`src/ahmc_pkg.sv`:
```
package ahmc_pkg;

    // Media type lengths and the saturation limit of the token length counter.
    localparam logic [4:0] JSON_LEN   = 5'd16;
    localparam logic [4:0] STREAM_LEN = 5'd17;
    localparam logic [4:0] LEN_MAX    = 5'd31;

    // Separator characters.
    localparam logic [7:0] CH_SPACE = 8'h20;
    localparam logic [7:0] CH_TAB   = 8'h09;
    localparam logic [7:0] CH_COMMA = 8'h2C;
    localparam logic [7:0] CH_SEMI  = 8'h3B;

    // One header character with its framing bits.
    typedef struct packed {
        logic [7:0] char_byte;
        logic       has_byte;
        logic       last_byte;
    } t_in_item;

    // One classification result.
    typedef struct packed {
        logic verdict;
        logic json_seen;
        logic stream_seen;
    } t_out_item;

    // Lower-case folding of ASCII capitals only.
    function automatic logic [7:0] fold_case(input logic [7:0] c);
        logic [7:0] r;
        r = c;
        if (c >= 8'h41 && c <= 8'h5A) begin
            r = c + 8'd32;
        end
        return r;
    endfunction

    // Characters of "application/json" by position.
    function automatic logic [7:0] json_char(input logic [3:0] idx);
        logic [7:0] r;
        case (idx)
            4'd0:    r = "a";
            4'd1:    r = "p";
            4'd2:    r = "p";
            4'd3:    r = "l";
            4'd4:    r = "i";
            4'd5:    r = "c";
            4'd6:    r = "a";
            4'd7:    r = "t";
            4'd8:    r = "i";
            4'd9:    r = "o";
            4'd10:   r = "n";
            4'd11:   r = "/";
            4'd12:   r = "j";
            4'd13:   r = "s";
            4'd14:   r = "o";
            default: r = "n";
        endcase
        return r;
    endfunction

    // Characters of "text/event-stream" by position.
    function automatic logic [7:0] stream_char(input logic [4:0] idx);
        logic [7:0] r;
        case (idx)
            5'd0:    r = "t";
            5'd1:    r = "e";
            5'd2:    r = "x";
            5'd3:    r = "t";
            5'd4:    r = "/";
            5'd5:    r = "e";
            5'd6:    r = "v";
            5'd7:    r = "e";
            5'd8:    r = "n";
            5'd9:    r = "t";
            5'd10:   r = "-";
            5'd11:   r = "s";
            5'd12:   r = "t";
            5'd13:   r = "r";
            5'd14:   r = "e";
            5'd15:   r = "a";
            default: r = "m";
        endcase
        return r;
    endfunction

endpackage

```
`src/ahmc_parser.sv`:
```
module ahmc_parser (
    input  logic                 i_clk,
    input  logic                 i_rst_n,
    input  logic                 i_go,
    input  ahmc_pkg::t_in_item   i_item,
    input  logic                 i_strict,
    output logic                 o_res_valid,
    output ahmc_pkg::t_out_item  o_res
);

    localparam logic [1:0] PH_SKIP   = 2'd0;
    localparam logic [1:0] PH_TOKEN  = 2'd1;
    localparam logic [1:0] PH_PARAMS = 2'd2;

    logic [1:0] r_phase, n_phase;
    logic [4:0] r_len, n_len;
    logic       r_jrun, n_jrun;
    logic       r_srun, n_srun;
    logic       r_jflag, n_jflag;
    logic       r_sflag, n_sflag;

    logic [7:0] lc;
    logic       blank, comma, semi, sep;
    logic [4:0] tb_len;
    logic       tb_jrun, tb_srun;
    logic       j_hit, s_hit;
    logic       fin_j, fin_s;

    // Character classes of the current byte.
    assign lc    = ahmc_pkg::fold_case(i_item.char_byte);
    assign blank = (i_item.char_byte == ahmc_pkg::CH_SPACE) ||
                   (i_item.char_byte == ahmc_pkg::CH_TAB);
    assign comma = (i_item.char_byte == ahmc_pkg::CH_COMMA);
    assign semi  = (i_item.char_byte == ahmc_pkg::CH_SEMI);
    assign sep   = blank || comma || semi;

    // Match step for a token byte; a byte seen while skipping opens a fresh token.
    assign tb_len  = (r_phase == PH_SKIP) ? 5'd0 : r_len;
    assign tb_jrun = (r_phase == PH_SKIP) ? 1'b1 : r_jrun;
    assign tb_srun = (r_phase == PH_SKIP) ? 1'b1 : r_srun;
    assign j_hit   = (tb_len < ahmc_pkg::JSON_LEN) &&
                     (lc == ahmc_pkg::json_char(tb_len[3:0]));
    assign s_hit   = (tb_len < ahmc_pkg::STREAM_LEN) &&
                     (lc == ahmc_pkg::stream_char(tb_len));

    // Next header state and the end-of-header judgement.
    always_comb begin
        n_phase = r_phase;
        n_len   = r_len;
        n_jrun  = r_jrun;
        n_srun  = r_srun;
        n_jflag = r_jflag;
        n_sflag = r_sflag;
        if (i_item.has_byte) begin
            unique case (r_phase)
                PH_SKIP: begin
                    if (semi) begin
                        n_phase = PH_PARAMS;
                    end else if (!(blank || comma)) begin
                        n_phase = PH_TOKEN;
                        n_jrun  = j_hit;
                        n_srun  = s_hit;
                        n_len   = 5'd1;
                    end
                end
                PH_TOKEN: begin
                    if (sep) begin
                        if (r_len == ahmc_pkg::JSON_LEN && r_jrun) begin
                            n_jflag = 1'b1;
                        end
                        if (r_len == ahmc_pkg::STREAM_LEN && r_srun) begin
                            n_sflag = 1'b1;
                        end
                        n_phase = comma ? PH_SKIP : PH_PARAMS;
                    end else begin
                        n_jrun = tb_jrun && j_hit;
                        n_srun = tb_srun && s_hit;
                        if (r_len < ahmc_pkg::LEN_MAX) begin
                            n_len = r_len + 5'd1;
                        end
                    end
                end
                default: begin
                    if (comma) begin
                        n_phase = PH_SKIP;
                    end
                end
            endcase
        end

        // A token still open at the end of the header is judged too.
        fin_j = n_jflag ||
                (n_phase == PH_TOKEN && n_len == ahmc_pkg::JSON_LEN && n_jrun);
        fin_s = n_sflag ||
                (n_phase == PH_TOKEN && n_len == ahmc_pkg::STREAM_LEN && n_srun);

        o_res.json_seen   = fin_j;
        o_res.stream_seen = fin_s;
        o_res.verdict     = i_strict ? !(fin_j && fin_s) : !(fin_j || !fin_s);
        o_res_valid       = i_go && i_item.last_byte;

        if (i_item.last_byte) begin
            n_phase = PH_SKIP;
            n_len   = 5'd0;
            n_jrun  = 1'b1;
            n_srun  = 1'b1;
            n_jflag = 1'b0;
            n_sflag = 1'b0;
        end
    end

    // Header state registers, updated once per processed beat.
    always_ff @(posedge i_clk) begin
        if (!i_rst_n) begin
            r_phase <= PH_SKIP;
            r_len   <= 5'd0;
            r_jrun  <= 1'b1;
            r_srun  <= 1'b1;
            r_jflag <= 1'b0;
            r_sflag <= 1'b0;
        end else if (i_go) begin
            r_phase <= n_phase;
            r_len   <= n_len;
            r_jrun  <= n_jrun;
            r_srun  <= n_srun;
            r_jflag <= n_jflag;
            r_sflag <= n_sflag;
        end
    end

    // A finished header leaves the state clean for the next one.
    a_clear_after_last: assert property (@(posedge i_clk) disable iff (!i_rst_n)
        i_go && i_item.last_byte |=>
            r_phase == PH_SKIP && r_len == 5'd0 && !r_jflag && !r_sflag)
        else $error("header state not cleared after last beat");

    // Inside a token at least one byte has been counted.
    a_token_len: assert property (@(posedge i_clk) disable iff (!i_rst_n)
        r_phase == PH_TOKEN |-> r_len != 5'd0)
        else $error("token phase with zero length");

endmodule

```
`src/accept_header_media_classifier.sv`:
```
// Channel   Direction  Handshake                  Payload
// input     in         i_in_valid / o_in_ready    i_in_item  (ahmc_pkg::t_in_item)
// output    out        o_out_valid / i_out_ready  o_out_item (ahmc_pkg::t_out_item)
// config    in         i_cfg_we                   i_cfg_wdata (strict mode)
//
// One beat is accepted per cycle unless a last beat waits on a stalled result; a result is
// offered by the result register once its last beat has passed the input register and parser.
// Reset is synchronous and active low, and clears all header state and strict mode.
// A stalled result blocks only a following last beat; other beats keep flowing.
module accept_header_media_classifier (
    input  logic                 i_clk,
    input  logic                 i_rst_n,
    input  logic                 i_in_valid,
    output logic                 o_in_ready,
    input  ahmc_pkg::t_in_item   i_in_item,
    output logic                 o_out_valid,
    input  logic                 i_out_ready,
    output ahmc_pkg::t_out_item  o_out_item,
    input  logic                 i_cfg_we,
    input  logic                 i_cfg_wdata
);

    logic                r_strict;
    logic                r_in_valid;
    ahmc_pkg::t_in_item  r_in;
    logic                r_out_valid;
    ahmc_pkg::t_out_item r_out;
    logic                s1_go;
    logic                res_valid;
    ahmc_pkg::t_out_item res;

    // Strict mode register.
    always_ff @(posedge i_clk) begin
        if (!i_rst_n) begin
            r_strict <= 1'b0;
        end else if (i_cfg_we) begin
            r_strict <= i_cfg_wdata;
        end
    end

    // The registered beat moves on unless it would produce a result with nowhere to go.
    assign s1_go      = r_in_valid &&
                        (!r_in.last_byte || !r_out_valid || i_out_ready);
    assign o_in_ready = !r_in_valid || s1_go;

    // Input register.
    always_ff @(posedge i_clk) begin
        if (!i_rst_n) begin
            r_in_valid <= 1'b0;
        end else if (o_in_ready) begin
            r_in_valid <= i_in_valid;
        end
    end

    always_ff @(posedge i_clk) begin
        if (o_in_ready && i_in_valid) begin
            r_in <= i_in_item;
        end
    end

    ahmc_parser u_parser (
        .i_clk       (i_clk),
        .i_rst_n     (i_rst_n),
        .i_go        (s1_go),
        .i_item      (r_in),
        .i_strict    (r_strict),
        .o_res_valid (res_valid),
        .o_res       (res)
    );

    // Result register.
    always_ff @(posedge i_clk) begin
        if (!i_rst_n) begin
            r_out_valid <= 1'b0;
        end else if (res_valid) begin
            r_out_valid <= 1'b1;
        end else if (i_out_ready) begin
            r_out_valid <= 1'b0;
        end
    end

    always_ff @(posedge i_clk) begin
        if (res_valid) begin
            r_out <= res;
        end
    end

    assign o_out_valid = r_out_valid;
    assign o_out_item  = r_out;

    // A new result is only ever produced from a processed last beat.
    a_result_source: assert property (@(posedge i_clk) disable iff (!i_rst_n)
        $rose(r_out_valid) |-> $past(s1_go && r_in.last_byte))
        else $error("result without a last beat");

    // A result waiting while the consumer stalls is never overwritten.
    a_no_overwrite: assert property (@(posedge i_clk) disable iff (!i_rst_n)
        r_out_valid && !i_out_ready |-> !res_valid)
        else $error("pending result overwritten");

    // Back-pressure only appears while a beat is held in the input register.
    a_ready_cause: assert property (@(posedge i_clk) disable iff (!i_rst_n)
        !o_in_ready |-> r_in_valid && r_in.last_byte && r_out_valid)
        else $error("input stalled without cause");

endmodule

```
`config.mk`:
```
export PLATFORM = sky130hd
export DESIGN_NAME = accept_header_media_classifier
export DESIGN_NICKNAME = d
export VERILOG_FILES = /design/src/ahmc_pkg.sv /design/src/ahmc_parser.sv /design/src/accept_header_media_classifier.sv
export SDC_FILE = /design/constraint.sdc
export NUM_CORES = 1
export LEC_CHECK = 0
export ABC_CLOCK_PERIOD_IN_PS = 2700
export BUFFER_PORTS_ARGS = -buffer_cell sky130_fd_sc_hd__clkbuf_2
export CAP_MARGIN = 30
export CORE_MARGIN = 8
export CORE_UTILIZATION = 45
export DETAILED_ROUTE_END_ITERATION = 8
export PLACE_DENSITY = 0.75
export SLEW_MARGIN = 25
export SYNTH_ARGS = -nofsm -noshare
export SYNTH_HDL_FRONTEND = slang
export SYNTH_SLANG_ARGS = --single-unit
```
`constraint.sdc`:
```
create_clock -name i_clk -period 2.7 [get_ports i_clk]
set_input_delay 0.135 -clock i_clk [delete_from_list [all_inputs] [get_ports i_clk]]
set_output_delay 0.135 -clock i_clk [all_outputs]
set_load 0.1 [all_outputs]
```
### Word level (Yosys, flattened, before mapping)

Memory sizes are Yosys's and may differ from the RTL's.
Index checks and enable logic that the tools add are counted.

| storage, ports and cells | value |
|---|---|
| bits in registers | 27 |
| bits in read-only memories | 192 |
| input bits | 16 |
| output and inout port bits | 5 |
| logic and storage cells | 113 |
| memories | 2 |

Memories:

| memory | depth | width | rd ports | clocked after Yosys merged registers in | wr ports | RTL line | source |
|---|---|---|---|---|---|---|---|
| (name not given) | 16 | 6 | 1 | 0 | 0 | ahmc_pkg.sv:65 | `case (idx)` |
| (name not given) | 16 | 6 | 1 | 0 | 0 | ahmc_pkg.sv:41 | `case (idx)` |

| cells by class | value |
|---|---|
| add/sub/neg operators | 2 |
| magnitude comparators | 5 |
| eq/ne operators | 12 |
| muxes and demuxes | 45 |
| reduce and logical (&&, ||, !) cells | 32 |

Operators by type and width:

| operator | number |
|---|---|
| $mux 5 | 7 |
| $mux 1 | 25 |
| $eq 8x6->1 const B | 3 |
| $eq 5x5->1 const B | 4 |
| $eq 8x8->1 | 2 |
| $mux 8 | 2 |
| $logic_and 1x1->1 | 15 |
| $lt 5x5->1 const B | 3 |
| $mux 2 | 7 |
| $pmux 5 s2 | 1 |
| $logic_or 1x1->1 | 9 |
| $add 8x6->8 const B | 1 |
| $eq 8x4->1 const B | 1 |
| $ge 8x7->1 const B | 1 |
| $le 8x7->1 const B | 1 |
| $logic_not 1->1 | 6 |
| $add 5x1->5 const B | 1 |
| $eq 2x1->1 const B | 2 |
| $pmux 1 s2 | 2 |
| $pmux 2 s2 | 1 |
| $logic_not 2->1 | 1 |
| $reduce_bool 2->1 | 1 |

### Longest topological paths before layout

An unclocked memory read counts as a cell.

| depth | value |
|---|---|
| depth in word-level cells | 16 |
| gate-level depth with buffers | 13 |
| mapped depth without buffers | 12 |

### Modules after synthesis

From an unflattened synthesis, not the netlist that was laid out.

| unflattened totals | value |
|---|---|
| cells, all modules | 266 |
| area, all modules | 2277.2 sq um |

Modules (own cells, without submodules):

| module | times used | cells each | area each (sq um) | sequential area each (sq um) |
|---|---|---|---|---|
| ahmc_parser | 1 | 241 | 1742.9 | 220.2 |
| accept_header_media_classifier | 1 | 25 | 534.3 | 450.4 |

### Worst setup path before layout

No wires, ideal clock.

| timing path | value |
|---|---|
| path type | reg-to-reg |
| start point | register u_parser.r_len[0] |
| end point | register r_out, in the netlist o_out_item[2], data pin |
| library setup time | 269 ps |
| data arrival time | 2543 ps |
| data required time | 2431 ps |
| setup slack | -112 ps |
| stages on the path, launching flop included | 14 |
| path buffers | 1 |
| clock period less this slack | 2812 ps |
| path through | dfxtp_1 > clkbuf_1 > inv_1 > nor2_1 > inv_1 > ha_1 > nor2b_1 > a31oi_1 > o221ai_1 > and3_1 > nor4_1 > a31oi_1 > o31ai_4 > mux2i_1 |

RTL lines:

| element | RTL line | source |
|---|---|---|
| start, declared | ahmc_parser.sv:16 | `logic [4:0] r_len, n_len;` |
| start signal, assigned | ahmc_parser.sv:123 | `r_len <= n_len;` |
| end signal, assigned | accept_header_media_classifier.sv:84 | `r_out <= res;` |
| end, declared | accept_header_media_classifier.sv:27 | `ahmc_pkg::t_out_item r_out;` |

==> out/metrics.yaml <==
sta:
  tightest_slew_ns: 0.547
  min_period_ns: 2.70
  hold_ws_ns: 0.0397
  slew-limit-headroom: 0.637
  skew_ns: 0.0110
  hold_viol: 0
  max_freq_mhz: 370
  rsz0062_at_grt: "true"
  slew_viol_final: 0
  worst_slack_ns: -0.00128
  final.setup.tns_ns: -0.00128
  finalSetupViolCount: 1
  finalCritPeriodShare: 1.00
worst_setup_path:
  r2r_cells: 12
  start_kind: "flip-flop"
  crit_family: "simple AND/OR/NAND/NOR gates"
  critPathArrivalTime_ns: 2.73
  crit_type: "reg -> reg"
  crit_buf_inv: 1
  critPathSlowestCell: "dfxtp_4"
  r2r-end: "o_out_item[2]"
  r2r_slack_ns: -0.001
  critPathRequiredTime_ns: 2.72
  reg2reg_from: "u_parser.r_phase[0]"
  critPathCaptureType: "flip-flop"
  worstPathMaxFanout: 4
  cp_cell_sequence: "or2_4, nand2_4, inv_4, ha_4, nor2b_1, a31oi_1, o221ai_1, and3_1, nor4_4, a31oi_4, o31ai_4, mux2i_1"
  critical_path.max_stage_delay_ns: 0.37
clocking:
  cts_inserted_buffers: 3
  cts_tree: "built"
  clkLatencyLatePin_ns: 0.27
  root_buffer: "clkbuf_8"
  clk_pin_slew_worst_paths_ns: 0.10
  h-tree-depth: 1
  cts.sinks: 27
  max-clock-path-buffers: 2
  hold_buffers: 0
global_route:
  grt_max_degree: 17
  antenna_found_initial: 0
  grt_pass1_vias: 1823
  grtUsageTotal: 0.140
  overflow: 0
  grt_pass1_wl_um: 8400
yosys:
  synth-xor-area-share: 0.0293
  syn_inst: 247
  ys.flop_type: "dfxtp_1"
  yosys.cell_types.count: 59
  netlist_area_um2: 2100
  yosys.area.top_type: "edfxtp_1"
  synthAdderAreaFrac: 0.0657
  syn_area_per_cell_um2: 8.48
  async_flop_share: 0
  synth_simple_gate_area_frac: 0.234
  ys_seq_area_frac: 0.320
  ys_ff_latch: 27
  synth_compound_area_frac: 0.264
  synth_top_area_frac: 0.186
  yosys_warnings: 0
  synth_edf_count: 13
  synth_top_family_by_area: "compound AO/OA/AOI/OAI gates"
  synth_area_leaders: "edfxtp_1 19%, dfxtp_1 13%, ha_1 6.6%"
  synth.area.mux_share: 0.0239
  synth_nets: 274
placement:
  numPortBuffers: 20
  globalplace.congestion: 0.920
  dp_hpwl_um: 3860
  dpl_cell_area_um2: 2390
  dpl.cell_count: 331
min_path:
  hold_path.class: "in -> reg"
  hold_path_end: "r_in[9]"
  min_path_cells: 1
  min_from: "i_in_item[9]"
layout:
  nNetsFinal: 314
  fin_area_um2: 2580
  final_layout_size_suffix_gt1_frac: 0.301
  syn_to_final_growth_pct: 23.2
  final_cells: 340
  antenna_cells: 0
routing:
  wl_per_cell_um: 15.4
  top_layer: "met4"
  drcViolationCount: 0
  dr_total_vias: 2019
  met1_length_um: 2390
  dr_wl_met2_um: 2450
  drt_first_iter_violations: 197
  wirelength_um: 5240
  vias_per_cell: 5.94
  wl_met3_um: 310
  drt_pre_antenna_iters: 6
  ant_nets: 0
pwr:
  internal_power_w: 0.000602
  power_switching_w: 0.000210
  power_leakage_nw: 0.997
  irDropWorstVdd_uv: 275
  clkPwrFrac: 0.281
  p_sw_frac: 0.259
  p_comb_frac: 0.156
  total_power_w: 0.000812
  power_density_nw_per_um2: 314
  seq_power_share: 0.563
floorplanning:
  io_pins: 21
  die_area_um2: 7100
  initial_utilization: 0.456
  core-area_um2: 4600
  die_h_um: 84.2
  die_w_um: 84.2
  rows: 25
flow_run:
  drv_cap: 0
outcome:
  status: "finished, violations left"
  violations: "negative setup slack"
sequential cells by signal, summed over array words and instances (netlist names):
| signal | flops |
|---|---|
| u_parser.r_phase | 2 |
| u_parser.r_len | 5 |
| u_parser.r_srun | 1 |
| o_out_valid | 1 |
| r_in | 10 |
| u_parser.r_jrun | 1 |
| r_in_valid | 1 |
| r_strict | 1 |
| o_out_item | 3 |
| u_parser.r_jflag | 1 |
| u_parser.r_sflag | 1 |
synthesized netlist by cell type (5+ instances only):
library cell	number
inv_1	12
o21ai_0	19
edfxtp_1	13
buf_2	6
nor2_1	18
ha_1	11
nor2b_1	6
nand3_1	5
clkbuf_1	7
nand2_1	20
nor3_1	9
dfxtp_1	14
mux2i_1	5
a21oi_1	13
xnor2_1	5
cell usage in the layout (no fill, tap or decap), types with 3 or more instances in the layout:
cell / n
nand3b_1: 3
and3_1: 3
nand2_1: 19
nor2_1: 16
nor3_1: 8
edfxtp_1: 13
dfxtp_1: 11
o21ai_0: 17
inv_1: 10
a21oi_1: 11
a31oi_1: 3
o22ai_1: 3
o21ai_1: 3
o31ai_1: 3
a22oi_1: 3
ha_1: 7
and2_1: 3
nor2b_1: 6
o221ai_1: 4
xnor2_1: 5
clkbuf_8: 3
buf_4: 31
o22a_1: 3
a41oi_1: 4
a21boi_0: 4
nand3_1: 5
mux2i_1: 5
clkbuf_2: 20
nor3b_1: 3
final cells by class:
| class | instances | area (µm²) |
|---|---|---|
| tap | 54 | 67.6 |
| clock inverter | 1 | 6.26 |
| inverter | 12 | 47.5 |
| fill | 407 | 2020 |
| clock buffer | 3 | 41.3 |
| sequential | 27 | 677 |
| multi-input combinational | 191 | 1400 |
| timing repair buffer | 52 | 344 |
cells by family (layout without fill, tap and decap cells):
| logic type | Yosys count | in the layout |
|---|---|---|
| AOI/OAI and AO/OA | 79 | 79 |
| xor gates and xnor gates | 7 | 7 |
| adders and majority gates | 11 | 11 |
| buffers and inverters | 29 | 68 |
| DFF | 27 | 27 |
| muxes | 5 | 5 |
| and+or+nand+nor | 89 | 89 |
stage by stage:
| step | setup WS [ns] | util |
|---|---|---|
| global route | -0.139 | 0.562 |
| global placement | -0.0330 | 0.520 |
| floorplan | 0.00850 | - |
| CTS | 0.00712 | 0.536 |
| detailed placement | -0.111 | 0.520 |
| finish | -0.00128 | 0.562 |
power by group through the flow:
stage          Sequential (W)  Clock, W  Combinational [W]
2_1_floorplan        0.000475         0          0.0000706
3_3_place_gp         0.000466         0           0.000114
3_5_place_dp         0.000466         0           0.000116
4_1_cts              0.000457  0.000235           0.000119
5_1_grt              0.000459  0.000252           0.000137
6_report             0.000457  0.000228           0.000127
metal layers:
metal | global-route usage | up-vias
met5 | 0 | -
met4 | 0.0612 | 0
met3 | 0.0203 | 13
met2 | 0.222 | 82
met1 | 0.182 | 929
li1 | - | 995
timing repair:
| item | in CTS | in global routing |
|---|---|---|
| setup buffers | 1 | 4 |
| pin swaps | 5 | 9 |
| gates resized for setup | 4 | 24 |
| endpoints found under the setup margin | 2 | 4 |
worst max-delay path by stage:
stage,startpoint,end,slack (ns),cells past startpoint
after detailed placement,u_parser.r_phase[1],o_out_item[2],-0.11,12
after CTS,u_parser.r_phase[1],o_out_item[2],0.007,12
after global routing,u_parser.r_phase[1],o_out_item[2],-0.14,12
after floorplan,u_parser.r_phase[0],o_out_item[2],0.009,13
final,u_parser.r_phase[0],o_out_item[2],-0.001,12
after global placement,u_parser.r_phase[1],o_out_item[2],-0.03,12
No activity file was read; power rests on OpenSTA's default activity.
